===== src/design/dre_pkg.sv =====
`timescale 1ns / 1ps
// ----------------------------------------------------------------------------
// dre_pkg
// Types and constants of the delta Rice encoder.
// ----------------------------------------------------------------------------
package dre_pkg;

   localparam int VALUE_W       = 32;
   localparam int SHIFT_W       = 5;
   localparam int CODE_W        = 64;
   localparam int MAX_CODE_BITS = 64;
   localparam int LENGTH_W      = $clog2(MAX_CODE_BITS + 1);
   localparam int STATUS_W      = 2;

   localparam logic [SHIFT_W-1:0] RICE_SHIFT_RESET = SHIFT_W'(2);

   // result status codes
   typedef enum logic [STATUS_W-1:0] {
      STATUS_OK        = 2'd0,
      STATUS_DECREASED = 2'd1,
      STATUS_TOO_LONG  = 2'd2
   } status_type;

   // item after the input register: delta and the shift it was taken with
   typedef struct packed {
      logic [VALUE_W-1:0] diff;
      logic               decreased;
      logic [SHIFT_W-1:0] shift;
   } stage_type;

   // finished code for one item
   typedef struct packed {
      logic [CODE_W-1:0]   code_word;
      logic [LENGTH_W-1:0] code_length;
      status_type          status;
   } result_type;

endpackage


===== src/design/dre_code.sv =====
`timescale 1ns / 1ps
// ----------------------------------------------------------------------------
// dre_code
// Forms the Rice code word, its length and status from one registered delta.
// ----------------------------------------------------------------------------
module dre_code (
   input  dre_pkg::stage_type  stage,
   output dre_pkg::result_type result
);
   import dre_pkg::*;

   logic [VALUE_W-1:0]   quotient;
   logic [VALUE_W+1:0]   total;
   logic                 too_long;
   logic [LENGTH_W-1:0]  total_len;
   logic [LENGTH_W-1:0]  rem_len;
   logic [CODE_W-1:0]    ones;
   logic [CODE_W-1:0]    rem;

   // mask of the n low bits, n up to CODE_W
   function automatic logic [CODE_W-1:0] low_mask(input logic [LENGTH_W-1:0] n);
      logic [CODE_W:0] full;
      full = ((CODE_W+1)'(1) << n) - (CODE_W+1)'(1);
      return full[CODE_W-1:0];
   endfunction

   // quotient and total code length q + 1 + k
   assign quotient  = stage.diff >> stage.shift;
   assign total     = (VALUE_W+2)'(quotient) + (VALUE_W+2)'(stage.shift) + (VALUE_W+2)'(1);
   assign too_long  = total > (VALUE_W+2)'(MAX_CODE_BITS);
   assign total_len = total[LENGTH_W-1:0];
   assign rem_len   = LENGTH_W'(stage.shift);

   // unary ones sit between bit k+1 and the top of the code; bit k is the zero
   assign ones = low_mask(total_len) & ~low_mask(rem_len + LENGTH_W'(1));
   assign rem  = CODE_W'(stage.diff) & low_mask(rem_len);

   always_comb begin
      result.code_word   = '0;
      result.code_length = '0;
      result.status      = STATUS_OK;
      if (stage.decreased) begin
         result.status = STATUS_DECREASED;
      end else if (too_long) begin
         result.status = STATUS_TOO_LONG;
      end else begin
         result.code_word   = ones | rem;
         result.code_length = total_len;
      end
   end

endmodule


===== src/design/delta_rice_encoder.sv =====
`timescale 1ns / 1ps
// ----------------------------------------------------------------------------
// delta_rice_encoder
// Delta plus Rice (power-of-two Golomb) coder for ascending 32-bit values.
// ----------------------------------------------------------------------------
// Takes one item per clock while req_stall is low and returns one result per
// item: the delta from the previous value is formed into the input register,
// then the code is built into the result register. Stall flows back through
// the two-register pipeline from the result side. rice_shift is sampled when
// an item is accepted; a decreasing value or a code over 64 bits gives a status
// and an empty code, and the value still becomes the new previous value.
module delta_rice_encoder (
   input  logic                          clock,
   input  logic                          reset,
   // configuration
   input  logic                          csr_wr_en,
   input  logic [dre_pkg::SHIFT_W-1:0]   csr_wr_data,
   // input item
   input  logic                          req_valid,
   output logic                          req_stall,
   input  logic [dre_pkg::VALUE_W-1:0]   req_value,
   // result item
   output logic                          rsp_valid,
   input  logic                          rsp_stall,
   output logic [dre_pkg::CODE_W-1:0]    rsp_code_word,
   output logic [dre_pkg::LENGTH_W-1:0]  rsp_code_length,
   output logic [dre_pkg::STATUS_W-1:0]  rsp_status
);
   import dre_pkg::*;

   logic [SHIFT_W-1:0] rice_shift_ff;
   logic [VALUE_W-1:0] prev_value_ff;
   logic               stage_valid_ff;
   stage_type          stage_ff;
   stage_type          stage_in;
   logic               rsp_valid_ff;
   result_type         result_ff;
   result_type         result_in;
   logic               rsp_load;
   logic               stage_load;
   logic               req_take;

   // pipeline enables: each register moves when its downstream is free
   assign rsp_load   = !rsp_valid_ff || !rsp_stall;
   assign stage_load = !stage_valid_ff || rsp_load;
   assign req_take   = req_valid && stage_load;
   assign req_stall  = !stage_load;

   // configuration register
   always_ff @(posedge clock) begin
      if (reset) begin
         rice_shift_ff <= RICE_SHIFT_RESET;
      end else if (csr_wr_en) begin
         rice_shift_ff <= csr_wr_data;
      end
   end

   // delta against the previous value
   always_comb begin
      stage_in.diff      = req_value - prev_value_ff;
      stage_in.decreased = req_value < prev_value_ff;
      stage_in.shift     = rice_shift_ff;
   end

   // input register and previous value
   always_ff @(posedge clock) begin
      if (reset) begin
         prev_value_ff  <= '0;
         stage_valid_ff <= 1'b0;
      end else begin
         if (req_take) begin
            prev_value_ff <= req_value;
         end
         if (stage_load) begin
            stage_valid_ff <= req_valid;
         end
      end
   end

   always_ff @(posedge clock) begin
      if (req_take) begin
         stage_ff <= stage_in;
      end
   end

   // code formation
   dre_code u_code (
      .stage  (stage_ff),
      .result (result_in)
   );

   // result register
   always_ff @(posedge clock) begin
      if (reset) begin
         rsp_valid_ff <= 1'b0;
      end else if (rsp_load) begin
         rsp_valid_ff <= stage_valid_ff;
      end
   end

   always_ff @(posedge clock) begin
      if (rsp_load && stage_valid_ff) begin
         result_ff <= result_in;
      end
   end

   assign rsp_valid       = rsp_valid_ff;
   assign rsp_code_word   = result_ff.code_word;
   assign rsp_code_length = result_ff.code_length;
   assign rsp_status      = result_ff.status;

endmodule


===== config.mk =====
export PLATFORM = sky130hd
export DESIGN_NAME = delta_rice_encoder
export DESIGN_NICKNAME = d
export VERILOG_FILES = /design/src/design/dre_pkg.sv /design/src/design/dre_code.sv /design/src/design/delta_rice_encoder.sv
export SDC_FILE = /design/constraint.sdc
export NUM_CORES = 1
export LEC_CHECK = 0
export BUFFER_PORTS_ARGS = -buffer_cell sky130_fd_sc_hd__buf_2
export CORE_MARGIN = 10
export CORE_UTILIZATION = 56
export DETAILED_ROUTE_END_ITERATION = 6
export HOLD_SLACK_MARGIN = 0.06
export PLACE_DENSITY = 0.79
export SKIP_LAST_GASP = 1
export SLEW_MARGIN = 40
export SYNTH_ARGS = -nofsm -noshare
export SYNTH_HDL_FRONTEND = slang
export SYNTH_HIERARCHICAL = 1
export SYNTH_SLANG_ARGS = --single-unit

===== constraint.sdc =====
create_clock -name clock -period 6.4 [get_ports clock]
set_input_delay 0.32 -clock clock [delete_from_list [all_inputs] [get_ports clock]]
set_output_delay 0.32 -clock clock [all_outputs]
set_load 0.02 [all_outputs]

==> summary.txt, run 1 <==
Detailed routing
  – DR vias/cell: between 6 and 7
  – Antenna-violating nets left: 0
  – DRT Pass-1 Iters: 6
  – Total number of vias: 13700
  – Final wirelength: between 40000 and 50000 µm
  – WL/cell: 23.2 µm
  – Iteration-0 DRC Markers: 2150
  – DRC viols: 0

Power and ir drop
  – Maximum vdd drop: just under 0.2 mV
  – PD cells: roughly 280 mW/mm²
  – Design Power: between 4 and 5 mW
  – Leakage: 5.96 nW

Place
  – RePlAce Congestion: 1.07
  – Port Buffers: 116
  – Place WS: approximately 400 ps
  – DP HPWL: 35100 µm
  – Placed Cells: 1997
  – DP Area: about 0.014 mm²

Clock tree
  – Clk buf depth: 2
  – Num CTS Buffers: 17
  – CTS tree: built
  – Hold-fix buffers, CTS: 0
  – Root Driver: clkbuf_16
  – Clock Sinks: 150
  – H-tree levels: 4
  – Worst-path clk slew: 70 ps
  – Worst skew pair latency: ~450 ps

Yosys
  – Ys Warns: 6
  – Synthesized area: 0.0133 mm²
  – Mapped Cells: ~1600
  – Ys async rst share: 0
  – Syn_area_per_cell: 8.35 µm²
  – Synthesized net count: 1682
  – Synth Register Bits: 150
  – Top FF cell, synth: edfxtp_1
  – Post-synth EDFFs: 111
  – Seq/Total Area, Yosys: 0.309
  – Unique masters post-synth: 95

Layout
  – Area grow syn2layout: 13.5%
  – Most frequent cells in the layout: 195 x nand2_1, 156 x a21oi_1, 155 x nor2_1, 116 x buf_2, 111 x edfxtp_1
  – N_diodes: 0
  – Post-route cell area: 0.0151 mm²
  – Finished Layout Cells: 2033
  – Most common cell after layout, fill and taps aside: nand2_1
  – Number of fill cells: 2061
  – Final Core Density: 0.645
  – Final net count: 1787
  – Share of cells above drive strength 1: 0.195

STA
  – Slew @ Worst Pin: 810 ps
  – Clock skew: 15.8 ps
  – Pins Over Slew Limit: 0
  – Tcrit/Tclk final: 0.956
  – WHS: just over 100 ps
  – Final min period: 6120 ps
  – RSZ-0062 raised after global routing: true
  – Worst relative slew slack: 0.460
  – Fmax: approximately 160 MHz
  – Final WS setup: 279 ps
  – Setup-failing EPs final: 0
  – Final Hold Fails: 0
  – Fin Setup TNS: 0 ps

Die
  – Die Y: approximately 170 µm
  – Die area: around 0.030 mm²
  – Die X: 174 µm
  – Io pins: 117
  – Initial Util: 0.568
  – FP Rows: 56
  – Total core area: 0.0235 mm²

GRT
  – Most used routing layer in global routing: met2
  – Global Route met1 Usage: 0.396
  – Number of global-route vias before repair: 12500
  – Largest net degree at the start of global routing: 74
  – Global route total overflow: 0
  – Total GRT Usage: 0.299
  – Initial antenna violation count: 1
  – First-pass GRT wire length: 72900 µm
  – Met3 Resource Use GR: 0.0650
  – Met2 usage: 0.455

Setup path
  – Worst-path cell chain: buf_12, buf_4, mux2_2, a22oi_1, o221a_2, o31ai_1, nand2_1, o21ai_0, ha_1, o21ai_0, a21boi_0, o21a_1, nor2_1, buf_4, or4b_2, nor4b_1, mux2_2, nor3b_2, nand4b_4, buf_4, a21oi_1
  – Cell at the slowest stage of the critical path: or4b_2
  – Cell mode on critical path: buf_4
  – Crit path required time: 6630 ps
  – CP Capture Type: flip-flop
  – Crit start category: flip-flop
  – CP max stage delay: 600 ps
  – Crit path DAT: 6350 ps
  – Worst Setup Path Type: reg -> reg
  – Worst-path fanout max: 39

Outcome
  – Run status: complete, no violations

Flow run
  – Max_cap viols: 0

Worst hold path
  – Min-delay worst type: in -> reg
path summary, 6_finish.rpt:
kind	from	end	slack (ps)	cells after the start
hold / removal	csr_wr_data[1]	rice_shift_ff[1]$_SDFFE_PP1P_	100	2
setup / recovery	stage_ff[1]$_DFFE_PP_	rsp_code_word[19]$_DFFE_PP_	280	21
setup reg to reg	stage_ff[1]$_DFFE_PP_	rsp_code_word[19]$_DFFE_PP_	280	21
hold reg to reg	rice_shift_ff[1]$_SDFFE_PP1P_	stage_ff[1]$_DFFE_PP_	440	0
critical path: cells and delay by family, from the launching register on:
family | cells | cell delay [ps]
muxes | 2 | 800
buffers and inverters | 4 | 1020
and+or+nand+nor | 6 | 1630
adders and majority gates | 1 | 420
AOI/OAI and AO/OA | 8 | 1610
DFF | 1 | 380
cell usage after synthesis, types with 16 or more instances:
master	number	area share
o21ai_0	94	0.035
mux2i_1	57	0.043
mux2_2	23	0.019
a21o_1	22	0.012
dfxtp_1	39	0.059
nor2b_1	19	0.0089
xnor2_1	39	0.026
mux4_2	30	0.051
nor2_1	156	0.044
buf_2	19	0.0071
nor3_1	36	0.014
a31oi_1	19	0.0089
nand2b_1	18	0.0084
ha_1	42	0.039
clkbuf_1	76	0.021
buf_1	16	0.0045
xor2_1	27	0.018
inv_1	54	0.015
edfxtp_1	111	0.25
nand3_1	50	0.019
a21oi_1	157	0.059
nand2_1	195	0.055
repair_timing:
action,in CTS,in global routing
setup buffers,0,4
endpoints found under the setup margin,0,6
gates resized for setup,0,4
report_power, final:
| group | internal [mW] | switching [mW] | total (mW) |
|---|---|---|---|
| Combinational | 0.730 | 1.33 | 2.06 |
| Sequential | 1.11 | 0.0745 | 1.19 |
| Clock | 0.529 | 0.516 | 1.04 |
| Total | 2.37 | 1.92 | 4.29 |
cells by family after synthesis:
group | synth area share
buffers and inverters | 0.0550
xor gates and xnor gates | 0.0434
DFF | 0.309
and+or+nand+nor | 0.199
AOI/OAI and AO/OA | 0.238
adders and majority gates | 0.0432
muxes | 0.113
state kept, by name (all words and copies together), names as in the netlist:
signal and cells:
stage_valid_ff 1, rsp_valid 1, rsp_status 2, rsp_code_length 7
prev_value_ff 32, rsp_code_word 64, stage_ff 38, rice_shift_ff 5
layout make-up:
cell class,instances,area [µm²],share of cell area
clock buffer,17,425,0.0281
clock inverter,15,178,0.0117
inverter,57,218,0.0144
multi-input combinational,1270,8520,0.563
sequential,150,4110,0.272
tap,319,399,0.0264
timing repair buffer,205,1280,0.0849
routing by layer:
metal  part of all wire  wire length [µm]
met5            0.00028                13
met4              0.051              2400
met3               0.13              6050
met2               0.44             20600
met1               0.39             18200
(Power assumes the default switching activity.)
==> inputs of run 2 (changes only) <==
--- a/config.mk
+++ b/config.mk
@@ -5,12 +5,12 @@
 export SDC_FILE = /design/constraint.sdc
 export NUM_CORES = 1
 export LEC_CHECK = 0
-export BUFFER_PORTS_ARGS = -buffer_cell sky130_fd_sc_hd__buf_2
 export CORE_MARGIN = 10
-export CORE_UTILIZATION = 56
+export CORE_UTILIZATION = 60
 export DETAILED_ROUTE_END_ITERATION = 6
+export DONT_BUFFER_PORTS = 1
 export HOLD_SLACK_MARGIN = 0.06
-export PLACE_DENSITY = 0.79
+export PLACE_DENSITY_LB_ADDON = 0.25
 export SKIP_LAST_GASP = 1
 export SLEW_MARGIN = 40
 export SYNTH_ARGS = -nofsm -noshare
==> run 2 against run 1 <==
Effect of this change:
- via count fell by 1.0%
- largest power group unchanged
- combinational power about the same
- first-iteration DRC count shrank 4.9%
- die area down 5.9%
- critical endpoint is now rsp_code_word[30]$_DFFE_PP_
- worst setup slack got worse by 48 ps
- utilization rose by 3.4 points
- power decreased by 1.3%
- clock skew grew 2.0 ps
- critical path type unchanged
- sequential share of layout area increased by 0.58 points
- wire length increased by 1.8%
==> summary.txt, run 2 (synthesis results as in run 1) <==
Outcome
  – Run status: complete, no violations

GRT
  – Total GRT Usage: 0.324 (+0.0255)
  – First-pass GRT wire length: 73900 µm (+1.4%)
  – Most used routing layer in global routing: met2
  – Largest net degree at the start of global routing: 74 (unchanged)
  – Number of global-route vias before repair: 12700 (+1.1%)
  – Met2 usage: 0.509 (+0.0534)
  – Initial antenna violation count: 0 (-1)
  – Global Route met1 Usage: 0.410 (+0.0142)
  – Met3 Resource Use GR: 0.0882 (+0.0232)
  – Global route total overflow: 0 (unchanged)

Die
  – Die X: 169 µm (-3.0%)
  – Initial Util: 0.611 (+0.0429)
  – Total core area: 0.0218 mm² (-7.0%)
  – FP Rows: 54 (-3.6%)
  – Die area: 0.0286 mm² (-5.9%)
  – Die Y: 169 µm (-3.0%)
  – Io pins: 117 (unchanged)

Setup path
  – Worst r2r src: stage_ff[1]$_DFFE_PP_
  – Crit start category: flip-flop
  – CP max stage delay: 580 ps (-20 ps)
  – Worst R2R Setup Slack: 230 ps (-50 ps)
  – Worst-path fanout max: 12 (-69%)
  – Largest delay contributor family on the critical path: compound AO/OA/AOI/OAI gates
  – Worst Setup Path Type: reg -> reg
  – CP bufs+invs: 4 (unchanged)
  – RR Endpoint: rsp_code_word[30]$_DFFE_PP_
  – CP Capture Type: flip-flop
  – FF-to-FF path depth: 27 (+29%)
  – Crit path DAT: 6460 ps (+110 ps)
  – Crit path required time: 6690 ps (+60 ps)
  – Cell at the slowest stage of the critical path: edfxtp_1

STA
  – Clock skew: 17.8 ps (+2.01 ps)
  – Worst relative slew slack: 0.363 (-0.0972)
  – Slew @ Worst Pin: 948 ps (+138 ps)
  – Fmax: 162 MHz (-0.78%)
  – Final Hold Fails: 0 (unchanged)
  – Final min period: 6170 ps (+48.2 ps)
  – Fin Setup TNS: 0 ps (unchanged)
  – Pins Over Slew Limit: 0 (unchanged)
  – Tcrit/Tclk final: 0.964 (+0.00753)
  – RSZ-0062 raised after global routing: false
  – Setup-failing EPs final: 0 (unchanged)

Place
  – DP HPWL: 35000 µm (-0.16%)
  – RePlAce Congestion: 1.08 (+0.68%)
  – Port Buffers: 0 (-100%)
  – DP Area: 0.0138 mm² (-4.7%)

Worst hold path
  – Hold endpoint: rice_shift_ff[2]$_SDFFE_PP0P_
  – Hold_sp: csr_wr_data[2]
  – Worst hold path depth: 2 (unchanged)
  – Min-delay worst type: in -> reg

Detailed routing
  – Total number of vias: 13600 (-1.0%)
  – DRC viols: 0 (unchanged)
  – WL/cell: 25.2 µm (+8.4%)
  – Final wirelength: 48100 µm (+1.8%)
  – DRT Pass-1 Iters: 6 (unchanged)
  – Antenna-violating nets left: 0 (unchanged)
  – Iteration-0 DRC Markers: 2045 (-4.9%)
  – DR vias/cell: 7.12 (+5.4%)

Clock tree
  – Worst skew pair latency: 440 ps (about the same)
  – H-tree levels: 4 (unchanged)
  – Num CTS Buffers: 17 (unchanged)
  – Post-CTS Setup Inserts: 0 (unchanged)
  – Root Driver: clkbuf_16
  – CTS tree: built
  – Clk buf depth: 2 (unchanged)
  – Worst-path clk slew: 70 ps (about the same)
  – Clock Sinks: 150 (unchanged)

Layout
  – Most frequent cells in the layout: 195 x nand2_1, 156 x a21oi_1, 154 x nor2_1, 111 x edfxtp_1, 94 x o21ai_0
  – Post-route cell area: 0.0148 mm² (-2.1%)
  – Area grow syn2layout: 11.1%
  – Share of cells above drive strength 1: 0.127 (-0.0683)
  – Final net count: 1701 (-4.8%)
  – N_diodes: 0 (unchanged)
  – Number of fill cells: 1760 (-15%)
  – Most common cell after layout, fill and taps aside: nand2_1
  – Max FFs per register: 64 (unchanged)

Power and ir drop
  – Leakage: 5.56 nW (-6.7%)
  – Maximum vdd drop: 0.182 mV (-6.9%)
  – PD cells: 286 mW/mm² (+0.86%)

Flow run
  – Max_cap viols: 0 (unchanged)
-- run 2: cell types whose count changed in the layout (fill, tap and decap cells not counted), moves of 3 or more --
cell           delta
buf_2           -116
buf_4            -12
clkinvlp_4        -3
dlygate4sd3_1    +42
-- run 2: power by group --
part / internal [mW] / switching [mW] / total (mW)
clock network: 0.515 / 0.476 / 0.991
registers: 1.12 / 0.0913 / 1.21
logic: 0.719 / 1.32 / 2.04
-- run 2: final cells by class --
class	count	area (µm²)	share of cell area
Multi-Input combinational cell	1270	8520	0.575
Sequential cell	150	4110	0.278
Timing Repair Buffer	119	1050	0.0710
Clock buffer	18	429	0.0290
Tap cell	280	350	0.0236
Inverter	57	214	0.0144
Clock inverter	14	138	0.00929
-- run 2: metal layers --
layer  up-vias  wire, µm
li1       5971         -
met4         0      2450
met1      6295     18300
met3       216      5920
met5         -         0
met2      1096     21400
-- run 2: repair_timing --
action | CTS | global route
setup endpoints to repair | 0 | 21
hold endpoints to repair | 39 | 0
gates resized for setup | 0 | 3
hold buffers | 43 | 0
-- run 2: through the flow --
stage	setup WS [ps]	util	power [mW]	cells	hold slack [ps]
after CTS	2.43	0.679	4.14	1908	61.3
final	231	0.679	4.24	1908	60.7
after global routing	2.33	0.679	4.39	1908	75.2
after floorplan	3.02	-	2.52	1596	401
after global placement	225	0.632	3.12	1833	393
after detailed placement	49.6	0.632	3.13	1833	395
-- run 2: worst max-delay path by stage --
stage	start	end	slack, ps	cells past startpoint
floorplan	stage_ff[1]$_DFFE_PP_	rsp_code_word[60]$_DFFE_PP_	3	34
global placement	stage_ff[1]$_DFFE_PP_	rsp_code_word[30]$_DFFE_PP_	220	26
detailed placement	stage_ff[1]$_DFFE_PP_	rsp_code_word[30]$_DFFE_PP_	50	26
CTS	stage_ff[1]$_DFFE_PP_	rsp_code_word[30]$_DFFE_PP_	2	26
global route	stage_ff[1]$_DFFE_PP_	rsp_code_word[30]$_DFFE_PP_	2	27
finish	stage_ff[1]$_DFFE_PP_	rsp_code_word[30]$_DFFE_PP_	230	27
